===== src/rtl/core/bounded_random_walk_node_step_defines.svh =====
// Assertion macros shared by the random walk node RTL.
// Bodies are empty when SYNTHESIS is defined; no other dependencies.
`ifndef BOUNDED_RANDOM_WALK_NODE_STEP_DEFINES_SVH
`define BOUNDED_RANDOM_WALK_NODE_STEP_DEFINES_SVH

`ifndef SYNTHESIS
`define BRWN_ASSERT_IMPL(label, cond, res) \
   label: assert property (@(posedge clock) disable iff (reset) (cond) |-> (res)) \
      else $error("brwn: assertion failed");
`define BRWN_ASSERT_NEXT(label, cond, res) \
   label: assert property (@(posedge clock) disable iff (reset) (cond) |=> (res)) \
      else $error("brwn: assertion failed");
`else
`define BRWN_ASSERT_IMPL(label, cond, res)
`define BRWN_ASSERT_NEXT(label, cond, res)
`endif

`endif


===== src/rtl/core/brwn_pkg.sv =====
// Shared types, codes, widths and the arctangent table for the random walk node.
// Used by brwn_cordic and bounded_random_walk_node_step; no dependencies.
package brwn_pkg;

   localparam int COORD_W    = 32;
   localparam int HEAD_W     = 16;
   localparam int WALL_W     = 3;
   localparam int SPEED_W    = 16;
   localparam int TIME_W     = 16;
   localparam int OP_W       = 2;
   localparam int CSR_IDX_W  = 2;
   localparam int REQ_DATA_W = 112;
   localparam int RSP_DATA_W = 88;
   localparam int TURN_W     = 24;
   localparam int TBL_IDX_W  = 5;
   localparam int CD_W       = 34;
   localparam int Z_W        = 24;
   localparam int TRIG_W     = 32;

   localparam logic signed [CD_W-1:0] CORDIC_X0 = 34'sh026DD3B6A;
   localparam logic signed [CD_W-1:0] UNIT_ONE  = 34'sh040000000;
   localparam logic [HEAD_W-1:0] HALF_TURN = 16'h8000;

   typedef enum logic [OP_W-1:0] {
      OP_ADVANCE = 2'd0,
      OP_SET     = 2'd1,
      OP_PLACE   = 2'd2
   } op_type;

   typedef enum logic [WALL_W-1:0] {
      WALL_NONE  = 3'd0,
      WALL_XLOW  = 3'd1,
      WALL_XHIGH = 3'd2,
      WALL_YLOW  = 3'd3,
      WALL_YHIGH = 3'd4
   } wall_type;

   typedef enum logic [CSR_IDX_W-1:0] {
      CSR_X_LOW  = 2'd0,
      CSR_X_HIGH = 2'd1,
      CSR_Y_LOW  = 2'd2,
      CSR_Y_HIGH = 2'd3
   } csr_type;

   typedef enum logic [2:0] {
      ST_IDLE,
      ST_MIRROR,
      ST_TRIG_WAIT,
      ST_MUL_LO,
      ST_MUL_HI,
      ST_ACCUM,
      ST_MOVE,
      ST_DONE
   } step_state_type;

   typedef enum logic [1:0] {
      CD_IDLE,
      CD_RUN,
      CD_ROT
   } cordic_state_type;

   // Arctangent of 2^-i in units of 2^-24 of a full turn.
   function automatic logic signed [Z_W-1:0] atan_turn(input logic [TBL_IDX_W-1:0] idx);
      logic signed [Z_W-1:0] r;
      case (idx)
         5'd0:    r = 24'sd2097152;
         5'd1:    r = 24'sd1238021;
         5'd2:    r = 24'sd654136;
         5'd3:    r = 24'sd332050;
         5'd4:    r = 24'sd166669;
         5'd5:    r = 24'sd83416;
         5'd6:    r = 24'sd41718;
         5'd7:    r = 24'sd20860;
         5'd8:    r = 24'sd10430;
         5'd9:    r = 24'sd5215;
         5'd10:   r = 24'sd2608;
         5'd11:   r = 24'sd1304;
         5'd12:   r = 24'sd652;
         5'd13:   r = 24'sd326;
         5'd14:   r = 24'sd163;
         5'd15:   r = 24'sd81;
         5'd16:   r = 24'sd41;
         5'd17:   r = 24'sd20;
         5'd18:   r = 24'sd10;
         5'd19:   r = 24'sd5;
         5'd20:   r = 24'sd3;
         5'd21:   r = 24'sd1;
         5'd22:   r = 24'sd1;
         default: r = 24'sd0;
      endcase
      return r;
   endfunction

endpackage


===== src/rtl/core/brwn_cordic.sv =====
// Iterative rotation-mode CORDIC giving cosine and sine of a turn-fraction heading.
// One micro-rotation per cycle through the same shifters and adders; uses brwn_pkg.
module brwn_cordic #(
   parameter int ANGLE_BITS = 16
) (
   input  logic                                  clock,
   input  logic                                  reset,
   input  logic                                  start,
   input  logic        [brwn_pkg::HEAD_W-1:0]    heading,
   output logic                                  done,
   output logic signed [brwn_pkg::TRIG_W-1:0]    cos_out,
   output logic signed [brwn_pkg::TRIG_W-1:0]    sin_out
);
   import brwn_pkg::*;

   localparam int ITER_W   = $clog2(ANGLE_BITS);
   localparam int CLR_BITS = (ANGLE_BITS < TURN_W) ? TURN_W - ANGLE_BITS : 0;
   localparam logic [TURN_W-1:0] ANGLE_MASK = ~((TURN_W'(1) << CLR_BITS) - TURN_W'(1));
   localparam logic [ITER_W-1:0] LAST_ITER  = ITER_W'(ANGLE_BITS - 1);

   cordic_state_type           state_ff, state_in;
   logic [ITER_W-1:0]          iter_ff, iter_in;
   logic signed [CD_W-1:0]     x_ff, x_in, y_ff, y_in;
   logic signed [Z_W-1:0]      z_ff, z_in;
   logic [1:0]                 quad_ff, quad_in;
   logic signed [TRIG_W-1:0]   cos_ff, cos_in, sin_ff, sin_in;
   logic                       done_ff, done_in;

   logic [TURN_W-1:0]          turn;
   logic signed [CD_W-1:0]     dx, dy, cx, cy;
   logic signed [Z_W-1:0]      step;
   logic signed [TRIG_W-1:0]   cx_t, cy_t;

   assign turn = {heading, {(TURN_W - HEAD_W){1'b0}}} & ANGLE_MASK;
   assign dx   = y_ff >>> iter_ff;
   assign dy   = x_ff >>> iter_ff;
   assign step = atan_turn(TBL_IDX_W'(iter_ff));
   assign cx   = (x_ff > UNIT_ONE) ? UNIT_ONE : ((x_ff < -UNIT_ONE) ? -UNIT_ONE : x_ff);
   assign cy   = (y_ff > UNIT_ONE) ? UNIT_ONE : ((y_ff < -UNIT_ONE) ? -UNIT_ONE : y_ff);
   assign cx_t = cx[TRIG_W-1:0];
   assign cy_t = cy[TRIG_W-1:0];

   always_comb begin
      state_in = state_ff;
      unique case (state_ff)
         CD_IDLE: begin
            if (start) state_in = CD_RUN;
         end
         CD_RUN: begin
            if (iter_ff == LAST_ITER) state_in = CD_ROT;
         end
         CD_ROT: begin
            state_in = CD_IDLE;
         end
         default: begin
            state_in = CD_IDLE;
         end
      endcase
   end

   always_comb begin
      iter_in = iter_ff;
      x_in    = x_ff;
      y_in    = y_ff;
      z_in    = z_ff;
      quad_in = quad_ff;
      cos_in  = cos_ff;
      sin_in  = sin_ff;
      done_in = 1'b0;
      unique case (state_ff)
         CD_IDLE: begin
            if (start) begin
               x_in    = CORDIC_X0;
               y_in    = '0;
               z_in    = signed'({2'b00, turn[TURN_W-3:0]});
               quad_in = turn[TURN_W-1:TURN_W-2];
               iter_in = '0;
            end
         end
         CD_RUN: begin
            if (z_ff[Z_W-1] == 1'b0) begin
               x_in = x_ff - dx;
               y_in = y_ff + dy;
               z_in = z_ff - step;
            end else begin
               x_in = x_ff + dx;
               y_in = y_ff - dy;
               z_in = z_ff + step;
            end
            iter_in = iter_ff + ITER_W'(1);
         end
         CD_ROT: begin
            done_in = 1'b1;
            case (quad_ff)
               2'd0: begin
                  cos_in = cx_t;
                  sin_in = cy_t;
               end
               2'd1: begin
                  cos_in = -cy_t;
                  sin_in = cx_t;
               end
               2'd2: begin
                  cos_in = -cx_t;
                  sin_in = -cy_t;
               end
               default: begin
                  cos_in = cy_t;
                  sin_in = -cx_t;
               end
            endcase
         end
         default: begin
            done_in = 1'b0;
         end
      endcase
   end

   always_ff @(posedge clock) begin
      if (reset) begin
         state_ff <= CD_IDLE;
         done_ff  <= 1'b0;
      end else begin
         state_ff <= state_in;
         done_ff  <= done_in;
      end
   end

   always_ff @(posedge clock) begin
      iter_ff <= iter_in;
      x_ff    <= x_in;
      y_ff    <= y_in;
      z_ff    <= z_in;
      quad_ff <= quad_in;
      cos_ff  <= cos_in;
      sin_ff  <= sin_in;
   end

   assign done    = done_ff;
   assign cos_out = cos_ff;
   assign sin_out = sin_ff;

endmodule


===== src/rtl/core/bounded_random_walk_node_step.sv =====
// Top level of the bounded random walk node: wall registers, node state and step sequencer.
// Depends on brwn_pkg, brwn_cordic and the assertion macros header.
//
//   Channel  Dir  Handshake              Contents
//   req      in   req_tvalid/req_tready  tuser: operation; tdata: step operands
//   rsp      out  rsp_tvalid/rsp_tready  tdata: position, heading, last wall
//   csr      in   csr_valid/csr_ready    csr_index, csr_data; always ready
//
// An advance item occupies the block through the CORDIC loop (one micro-rotation a cycle,
// overlapping the speed times elapsed product) and four more passes of the shared 17 x 32
// multiplier. Set and place items go straight from the idle state to the done state.
// req_tready is high only in the idle state. A finished result waits in the output register
// while the block takes the next item; that item's result is held in the done state, with
// req_tready low, until the register drains. Reset is synchronous.
`include "bounded_random_walk_node_step_defines.svh"

module bounded_random_walk_node_step #(
   parameter int ANGLE_BITS = 16
) (
   input  logic                                clock,
   input  logic                                reset,
   input  logic                                req_tvalid,
   output logic                                req_tready,
   // elapsed, place_x, place_y, new_speed, new_heading
   input  logic [brwn_pkg::REQ_DATA_W-1:0]     req_tdata,
   // operation
   input  logic [brwn_pkg::OP_W-1:0]           req_tuser,
   output logic                                rsp_tvalid,
   input  logic                                rsp_tready,
   // pos_x_out, pos_y_out, heading_out, wall_out, zero padding
   output logic [brwn_pkg::RSP_DATA_W-1:0]     rsp_tdata,
   input  logic                                csr_valid,
   output logic                                csr_ready,
   input  logic [brwn_pkg::CSR_IDX_W-1:0]      csr_index,
   input  logic [brwn_pkg::COORD_W-1:0]        csr_data
);
   import brwn_pkg::*;

   localparam int MUL_A_W = SPEED_W + 1;
   localparam int PROD_W  = MUL_A_W + TRIG_W;
   localparam int ACC_W   = 64;
   localparam int FRAC_SH = 38;
   localparam int DELTA_W = ACC_W - FRAC_SH;
   localparam int PAD_W   = RSP_DATA_W - (2 * COORD_W + HEAD_W + WALL_W);
   localparam logic signed [COORD_W-1:0] MAX_COORD = {1'b0, {(COORD_W - 1){1'b1}}};
   localparam logic signed [COORD_W-1:0] MIN_COORD = {1'b1, {(COORD_W - 1){1'b0}}};
   localparam logic signed [COORD_W-1:0] X_HIGH_RESET = 32'sd6553600;
   localparam logic signed [COORD_W-1:0] Y_HIGH_RESET = 32'sd6553600;
   localparam logic signed [ACC_W-1:0]   ROUND_HALF = ACC_W'(1) << (FRAC_SH - 1);

   function automatic logic signed [COORD_W-1:0] sat_coord(
      input logic signed [COORD_W+1:0] v
   );
      logic signed [COORD_W-1:0] r;
      if (v[COORD_W+1:COORD_W-1] == 3'b000 || v[COORD_W+1:COORD_W-1] == 3'b111) begin
         r = v[COORD_W-1:0];
      end else if (v[COORD_W+1]) begin
         r = MIN_COORD;
      end else begin
         r = MAX_COORD;
      end
      return r;
   endfunction

   function automatic logic signed [COORD_W-1:0] mirror_coord(
      input logic signed [COORD_W-1:0] w,
      input logic signed [COORD_W-1:0] p
   );
      logic signed [COORD_W+1:0] d;
      d = {w[COORD_W-1], w, 1'b0} - {{2{p[COORD_W-1]}}, p};
      return sat_coord(d);
   endfunction

   step_state_type              state_ff, state_in;
   logic signed [COORD_W-1:0]   x_low_ff, x_low_in, x_high_ff, x_high_in;
   logic signed [COORD_W-1:0]   y_low_ff, y_low_in, y_high_ff, y_high_in;
   logic signed [COORD_W-1:0]   pos_x_ff, pos_x_in, pos_y_ff, pos_y_in;
   logic [SPEED_W-1:0]          speed_ff, speed_in;
   logic [HEAD_W-1:0]           heading_ff, heading_in;
   wall_type                    last_wall_ff, last_wall_in;
   logic [TIME_W-1:0]           el_ff, el_in;
   logic [SPEED_W+TIME_W-1:0]   se_ff, se_in;
   logic signed [PROD_W-1:0]    prod_ff, prod_in;
   logic signed [ACC_W-1:0]     acc_ff, acc_in;
   logic                        axis_ff, axis_in;
   logic                        rsp_valid_ff, rsp_valid_in;
   logic [RSP_DATA_W-1:0]       rsp_data_ff, rsp_data_in;

   op_type                      op;
   logic                        req_fire, rsp_free;
   logic signed [COORD_W-1:0]   mir_pos_x, mir_pos_y;
   logic [HEAD_W-1:0]           mir_heading;
   wall_type                    mir_wall;
   logic                        trig_done;
   logic signed [TRIG_W-1:0]    trig_cos, trig_sin, trig_sel;
   logic signed [MUL_A_W-1:0]   mul_a;
   logic signed [TRIG_W-1:0]    mul_b;
   logic signed [PROD_W-1:0]    mul_p;
   logic signed [ACC_W-1:0]     rnd;
   logic [DELTA_W-1:0]          delta;
   logic signed [COORD_W-1:0]   move_base, move_pos;
   logic signed [COORD_W+1:0]   move_sum;

   assign op         = op_type'(req_tuser);
   assign req_tready = (state_ff == ST_IDLE);
   assign req_fire   = req_tvalid && req_tready;
   assign rsp_free   = !rsp_valid_ff || rsp_tready;
   assign csr_ready  = 1'b1;

   brwn_cordic #(
      .ANGLE_BITS (ANGLE_BITS)
   ) u_cordic (
      .clock   (clock),
      .reset   (reset),
      .start   (state_ff == ST_MIRROR),
      .heading (mir_heading),
      .done    (trig_done),
      .cos_out (trig_cos),
      .sin_out (trig_sin)
   );

   // Wall handling: x first, then y on the heading that x left behind.
   always_comb begin
      mir_pos_x   = pos_x_ff;
      mir_pos_y   = pos_y_ff;
      mir_heading = heading_ff;
      mir_wall    = last_wall_ff;
      if (pos_x_ff <= x_low_ff) begin
         mir_pos_x = mirror_coord(x_low_ff, pos_x_ff);
         if (mir_wall != WALL_XLOW) begin
            mir_heading = HALF_TURN - mir_heading;
            mir_wall    = WALL_XLOW;
         end
      end else if (pos_x_ff >= x_high_ff) begin
         mir_pos_x = mirror_coord(x_high_ff, pos_x_ff);
         if (mir_wall != WALL_XHIGH) begin
            mir_heading = HALF_TURN - mir_heading;
            mir_wall    = WALL_XHIGH;
         end
      end
      if (pos_y_ff <= y_low_ff) begin
         mir_pos_y = mirror_coord(y_low_ff, pos_y_ff);
         if (mir_wall != WALL_YLOW) begin
            mir_heading = HEAD_W'(0) - mir_heading;
            mir_wall    = WALL_YLOW;
         end
      end else if (pos_y_ff >= y_high_ff) begin
         mir_pos_y = mirror_coord(y_high_ff, pos_y_ff);
         if (mir_wall != WALL_YHIGH) begin
            mir_heading = HEAD_W'(0) - mir_heading;
            mir_wall    = WALL_YHIGH;
         end
      end
   end

   // Shared multiplier: speed * elapsed, then the two halves of that product by cos or sin.
   always_comb begin
      trig_sel = axis_ff ? trig_sin : trig_cos;
      case (state_ff)
         ST_MIRROR: begin
            mul_a = signed'({1'b0, speed_ff});
            mul_b = signed'({{(TRIG_W - TIME_W){1'b0}}, el_ff});
         end
         ST_MUL_HI: begin
            mul_a = signed'({1'b0, se_ff[SPEED_W+TIME_W-1:TIME_W]});
            mul_b = trig_sel;
         end
         default: begin
            mul_a = signed'({1'b0, se_ff[TIME_W-1:0]});
            mul_b = trig_sel;
         end
      endcase
   end

   assign mul_p     = mul_a * mul_b;
   assign rnd       = acc_ff + ROUND_HALF;
   assign delta     = rnd[ACC_W-1:FRAC_SH];
   assign move_base = axis_ff ? pos_y_ff : pos_x_ff;
   assign move_sum  = {{2{move_base[COORD_W-1]}}, move_base}
                    + {{(COORD_W + 2 - DELTA_W){delta[DELTA_W-1]}}, delta};
   assign move_pos  = sat_coord(move_sum);

   always_comb begin
      state_in = state_ff;
      unique case (state_ff)
         ST_IDLE: begin
            if (req_tvalid) begin
               state_in = (op == OP_ADVANCE) ? ST_MIRROR : ST_DONE;
            end
         end
         ST_MIRROR: begin
            state_in = ST_TRIG_WAIT;
         end
         ST_TRIG_WAIT: begin
            if (trig_done) state_in = ST_MUL_LO;
         end
         ST_MUL_LO: begin
            state_in = ST_MUL_HI;
         end
         ST_MUL_HI: begin
            state_in = ST_ACCUM;
         end
         ST_ACCUM: begin
            state_in = ST_MOVE;
         end
         ST_MOVE: begin
            state_in = axis_ff ? ST_DONE : ST_MUL_LO;
         end
         ST_DONE: begin
            if (rsp_free) state_in = ST_IDLE;
         end
         default: begin
            state_in = ST_IDLE;
         end
      endcase
   end

   always_comb begin
      pos_x_in     = pos_x_ff;
      pos_y_in     = pos_y_ff;
      speed_in     = speed_ff;
      heading_in   = heading_ff;
      last_wall_in = last_wall_ff;
      el_in        = el_ff;
      se_in        = se_ff;
      prod_in      = prod_ff;
      acc_in       = acc_ff;
      axis_in      = axis_ff;
      rsp_valid_in = rsp_valid_ff && !rsp_tready;
      rsp_data_in  = rsp_data_ff;
      unique case (state_ff)
         ST_IDLE: begin
            if (req_fire) begin
               unique case (op)
                  OP_ADVANCE: begin
                     el_in = req_tdata[15:0];
                  end
                  OP_SET: begin
                     speed_in     = req_tdata[95:80];
                     heading_in   = req_tdata[111:96];
                     last_wall_in = WALL_NONE;
                  end
                  OP_PLACE: begin
                     pos_x_in     = signed'(req_tdata[47:16]);
                     pos_y_in     = signed'(req_tdata[79:48]);
                     speed_in     = req_tdata[95:80];
                     heading_in   = req_tdata[111:96];
                     last_wall_in = WALL_NONE;
                  end
                  default: begin
                     el_in = el_ff;
                  end
               endcase
            end
         end
         ST_MIRROR: begin
            pos_x_in     = mir_pos_x;
            pos_y_in     = mir_pos_y;
            heading_in   = mir_heading;
            last_wall_in = mir_wall;
            prod_in      = mul_p;
         end
         ST_TRIG_WAIT: begin
            se_in   = prod_ff[SPEED_W+TIME_W-1:0];
            axis_in = 1'b0;
         end
         ST_MUL_LO: begin
            prod_in = mul_p;
         end
         ST_MUL_HI: begin
            acc_in  = {{(ACC_W - PROD_W){prod_ff[PROD_W-1]}}, prod_ff};
            prod_in = mul_p;
         end
         ST_ACCUM: begin
            acc_in = acc_ff + signed'({prod_ff[ACC_W-TIME_W-1:0], {TIME_W{1'b0}}});
         end
         ST_MOVE: begin
            if (axis_ff) begin
               pos_y_in = move_pos;
            end else begin
               pos_x_in = move_pos;
            end
            axis_in = 1'b1;
         end
         ST_DONE: begin
            if (rsp_free) begin
               rsp_valid_in = 1'b1;
               rsp_data_in  = {{PAD_W{1'b0}}, last_wall_ff, heading_ff, pos_y_ff, pos_x_ff};
            end
         end
         default: begin
            axis_in = axis_ff;
         end
      endcase
   end

   always_comb begin
      x_low_in  = x_low_ff;
      x_high_in = x_high_ff;
      y_low_in  = y_low_ff;
      y_high_in = y_high_ff;
      if (csr_valid) begin
         unique case (csr_type'(csr_index))
            CSR_X_LOW:  x_low_in  = signed'(csr_data);
            CSR_X_HIGH: x_high_in = signed'(csr_data);
            CSR_Y_LOW:  y_low_in  = signed'(csr_data);
            CSR_Y_HIGH: y_high_in = signed'(csr_data);
            default:    x_low_in  = x_low_ff;
         endcase
      end
   end

   always_ff @(posedge clock) begin
      if (reset) begin
         state_ff     <= ST_IDLE;
         x_low_ff     <= '0;
         x_high_ff    <= X_HIGH_RESET;
         y_low_ff     <= '0;
         y_high_ff    <= Y_HIGH_RESET;
         pos_x_ff     <= '0;
         pos_y_ff     <= '0;
         speed_ff     <= '0;
         heading_ff   <= '0;
         last_wall_ff <= WALL_NONE;
         axis_ff      <= 1'b0;
         rsp_valid_ff <= 1'b0;
      end else begin
         state_ff     <= state_in;
         x_low_ff     <= x_low_in;
         x_high_ff    <= x_high_in;
         y_low_ff     <= y_low_in;
         y_high_ff    <= y_high_in;
         pos_x_ff     <= pos_x_in;
         pos_y_ff     <= pos_y_in;
         speed_ff     <= speed_in;
         heading_ff   <= heading_in;
         last_wall_ff <= last_wall_in;
         axis_ff      <= axis_in;
         rsp_valid_ff <= rsp_valid_in;
      end
   end

   always_ff @(posedge clock) begin
      el_ff       <= el_in;
      se_ff       <= se_in;
      prod_ff     <= prod_in;
      acc_ff      <= acc_in;
      rsp_data_ff <= rsp_data_in;
   end

   assign rsp_tvalid = rsp_valid_ff;
   assign rsp_tdata  = rsp_data_ff;

   `BRWN_ASSERT_IMPL(a_trig_done_while_waiting, trig_done, state_ff == ST_TRIG_WAIT)
   `BRWN_ASSERT_NEXT(a_advance_starts_mirror, req_fire && op == OP_ADVANCE, state_ff == ST_MIRROR)
   `BRWN_ASSERT_NEXT(a_y_move_finishes, state_ff == ST_MOVE && axis_ff, state_ff == ST_DONE)
   `BRWN_ASSERT_NEXT(a_done_loads_result, state_ff == ST_DONE && rsp_free, rsp_tvalid)

endmodule

===== config.mk =====
export PLATFORM = sky130hd
export DESIGN_NAME = bounded_random_walk_node_step
export DESIGN_NICKNAME = d
export VERILOG_FILES = /design/src/rtl/core/brwn_pkg.sv /design/src/rtl/core/brwn_cordic.sv /design/src/rtl/core/bounded_random_walk_node_step.sv
export VERILOG_INCLUDE_DIRS = /design/src /design/src/rtl/core
export SDC_FILE = /design/constraint.sdc
export NUM_CORES = 2
export LEC_CHECK = 0
export BUFFER_PORTS_ARGS = -buffer_cell sky130_fd_sc_hd__buf_2
export CORE_MARGIN = 2
export CORE_UTILIZATION = 40
export DETAILED_ROUTE_END_ITERATION = 10
export GPL_TIMING_DRIVEN = 1
export PLACE_DENSITY = 0.59
export SYNTH_ARGS = -nofsm -noshare
export SYNTH_HDL_FRONTEND = slang
export SYNTH_SLANG_ARGS = --single-unit

===== constraint.sdc =====
create_clock -name clock -period 10.18 [get_ports clock]
set_input_delay 0 -clock clock [delete_from_list [all_inputs] [get_ports clock]]
set_output_delay 0 -clock clock [all_outputs]
set_load 0.05 [all_outputs]

==> summary.md <==
| Metric | Value |
|---|---|
| Drt total wl | 248000 um |
| Largest area contributor in the netlist | edfxtp_1 |
| DIE WIDTH | 422 um |
| Seq cells post-synth | 647 |
| I/O pin count | 244 |
| Vias in the first global route | 61200 |
| Full die area | 178000 um2 |
| Number of max-cap violations | 0 |
| CTS Sinks | 647 |
| Area grow syn2layout | 11.6% |
| Worst skew pair latency | 0.75 ns |
| Initial antenna violation count | 2 |
| Pins Over Slew Limit | 0 |
| Critical Path Source Type | flop |
| Placement Setup Slack | 0.808 ns |
| Fmax | 105 MHz |
| Sequential area share after synthesis | 0.241 |
| Share of post-route cells with drive strength above 1 | 0.0845 |
| CTS Buf Count | 87 |
| CTS tree | built |
| DRC Markers | 0 |
| Largest net degree at the start of global routing | 95 |
| WP data arrival | 9.99 ns |
| Slew @ Worst Pin | 1.24 ns |
| Crit end category | flop |
| Cts repair resizes | 0 |
| Vias | 61300 |
| Num rows | 153 |
| Most frequent CP cell | fa_1 |
| Final nets | 9569 |
| Initial Util | 0.402 |
| Critical path required time | 10.63 ns |
| Synth Warn # | 0 |
| Final Setup Violations | 0 |
| Slowest cell delay on critical path | 0.81 ns |
| Max FO, Critical Path | 19 |
| GRT Total Usage | 0.272 |
| CTS H-Tree Depth | 3 |
| Mapped Cells | 8114 |
| Setup TNS | 0 ns |
| Crit path kind | flop to flop |
| Cell variety after synth | 116 |
| Grt total ovfl | 0 |
| Ys flop type | edfxtp_1 |
| Longest Clk Path Bufs | 3 |
| Number of routed nets with antenna violations | 0 |
| Fin crit period | 9.53 ns |
| Vias/cell | 5.70 |
| Wirelength per Cell | 23.0 um |
| Die Ht | 422 um |
| Routability Congestion | 0.964 |
| Status | finished clean |
| Starting DRT DRC Count | 5123 |
| Post-synth EDFFs | 390 |
| FFs w/ async S/R, synth | 0 |
| Period utilization | 0.937 |
| Rel. slew slack | 0.174 |
| Mapped Avg Cell Area | 8.61 um2 |
| Mapped Area | 69900 um2 |
| Largest cells by area after synthesis | edfxtp_1, fa_1, ha_1 |
| Hold slack final | 0.0596 ns |
| Clk pin slew, worst setup/hold paths | 0.06 ns |
| Setup Fix Bufs, Post-CTS | 0 |
| Slowest cell on the critical path | a21oi_1 |
| First drt pass iteration count | 6 |
| Worst setup margin | 0.645 ns |
| Port bufs | 237 |
| Final Hold Vio Count | 0 |
| DP HPWL | 192000 um |
| RSZ-0062 raised after global routing | false |
| Top cell type's share of synthesized area | 0.168 |
| Root Buffer | clkbuf_16 |
| Worst min path class | primary input to flop |
| Core Footprint | 174000 um2 |
| Clock Skews | 0.0308 ns |
| First-pass GRT wire length | 373000 um |
-- worst paths after layout --
check	to	slack [ns]	cells past startpoint	start
hold reg to reg	rsp_tdata[64]$_DFFE_PP_	0.45	0	heading_ff[0]$_SDFFE_PP0P_
hold / removal	el_ff[5]$_DFFE_PP_	0.06	2	req_tdata[5]
setup / recovery	prod_ff[48]$_DFFE_PP_	0.65	28	state_ff[2]$_SDFFE_PP0P_
setup reg to reg	prod_ff[48]$_DFFE_PP_	0.65	28	state_ff[2]$_SDFFE_PP0P_
-- cells in the mapped netlist (31+ instances only) --
cell      number
nor4_1        35
edfxtp_1     390
nand3_1      109
dfxtp_1      257
a22oi_1       32
xor2_1       174
o31ai_1       31
nand4_1       47
buf_1         33
mux2_2        47
mux2i_1       69
nand2b_1      92
o22ai_1       65
a211oi_1      65
nor2_1       676
xnor2_1      264
nor3_1       116
and2_1        97
and3_1        67
mux4_2        97
nand2_1     1024
o21a_1        86
clkbuf_1     284
a21oi_1      670
a31oi_1       74
o21ai_0      404
fa_1         498
ha_1         558
o211ai_1      47
nor2b_1       72
a21o_1       221
inv_1        924
o21bai_1      57
or3_1         33
-- final cells by class --
cell class                 count  area (um2)
inverter                     927        3480
timing repair buffer         515        3700
sequential                   647       16900
tap                         2325        2910
antenna                        5        12.5
clock buffer                 115        2420
fill                       17000       95700
clock inverter                48         499
multi-input combinational   6182       48100
-- cell families after synthesis --
kind of cell | synth area share
AO/OA/AOI/OAI | 0.180
XOR/XNOR | 0.0549
adder cells (fa/ha/maj) | 0.243
buffers and inverters | 0.0725
flip-flops | 0.241
multiplexers | 0.0512
other | 0.000108
AND/OR/NAND/NOR | 0.157
-- registers in the layout, indices dropped and copies added, names as in the netlist, 2 cells and up --
name               cells
rsp_tdata             83
prod_ff               49
acc_ff                48
u_cordic.x_ff         34
u_cordic.y_ff         34
pos_x_ff              32
pos_y_ff              32
se_ff                 32
u_cordic.cos_out      32
u_cordic.sin_out      32
x_high_ff             32
x_low_ff              32
y_high_ff             32
y_low_ff              32
u_cordic.z_ff         24
u_cordic.step         22
el_ff                 16
heading_ff            16
speed_ff              16
u_cordic.iter_ff       4
last_wall_ff           3
state_ff               3
u_cordic.quad_ff       2
u_cordic.state_ff      2
-- critical path, delay by kind of cell (launching register included) --
family / cells / cell delay, ns
buf+inv: 6 / 0.79
fa+ha+maj: 7 / 3.31
compound gates: 10 / 3.57
simple gates: 4 / 0.93
xor+xnor: 1 / 0.09
flops: 1 / 0.54
-- stage by stage --
step           utilization  instance area (um2)  std cells
2_1_floorplan            -                69900       8118
5_1_grt              0.449                78000      10800
3_3_place_gp         0.422                73300      10400
6_report             0.449                78000      10800
3_5_place_dp         0.422                73300      10400
4_1_cts              0.449                78000      10800
-- per-layer routing --
metal  wire length [um]  GRT usage  vias up  part of all wire
met5                  0          0        -                 0
met4              14200      0.144        0             0.057
met3              14900     0.0334      497             0.060
met2             118000      0.460     2288              0.48
met1             101000      0.338    30000              0.41
li1                   -          -    28500                 -
-- cells in the final DEF, fill, tap and decap left out, types with 33 or more instances in the layout --
cell,count
a21o_1,220
nand2b_1,91
o21ai_0,403
mux2_2,47
or3_1,33
mux2i_1,68
edfxtp_1,390
dfxtp_1,256
ha_1,558
fa_1,498
nor2_1,671
xnor2_1,264
dlygate4sd3_1,170
and2_1,96
nor3_1,114
nand3_1,108
a21oi_1,669
and3_1,66
o21a_1,86
xor2_1,174
nor4_1,34
o22ai_1,65
buf_2,236
o211ai_1,47
nand2_1,1021
nand4_1,47
mux4_2,97
clkbuf_16,91
inv_1,923
nor2b_1,69
a211oi_1,65
o21bai_1,57
buf_4,108
a31oi_1,74
-- repair_timing --
item                                    4_1_cts  5_1_grt
hold buffers                                170        0
endpoints found under the setup margin        0        0
endpoints found under the hold margin       248        0
Power is left out: the tool's default activity adds up to more than one toggle a clock period on the data nets, which glitch-free logic cannot reach.
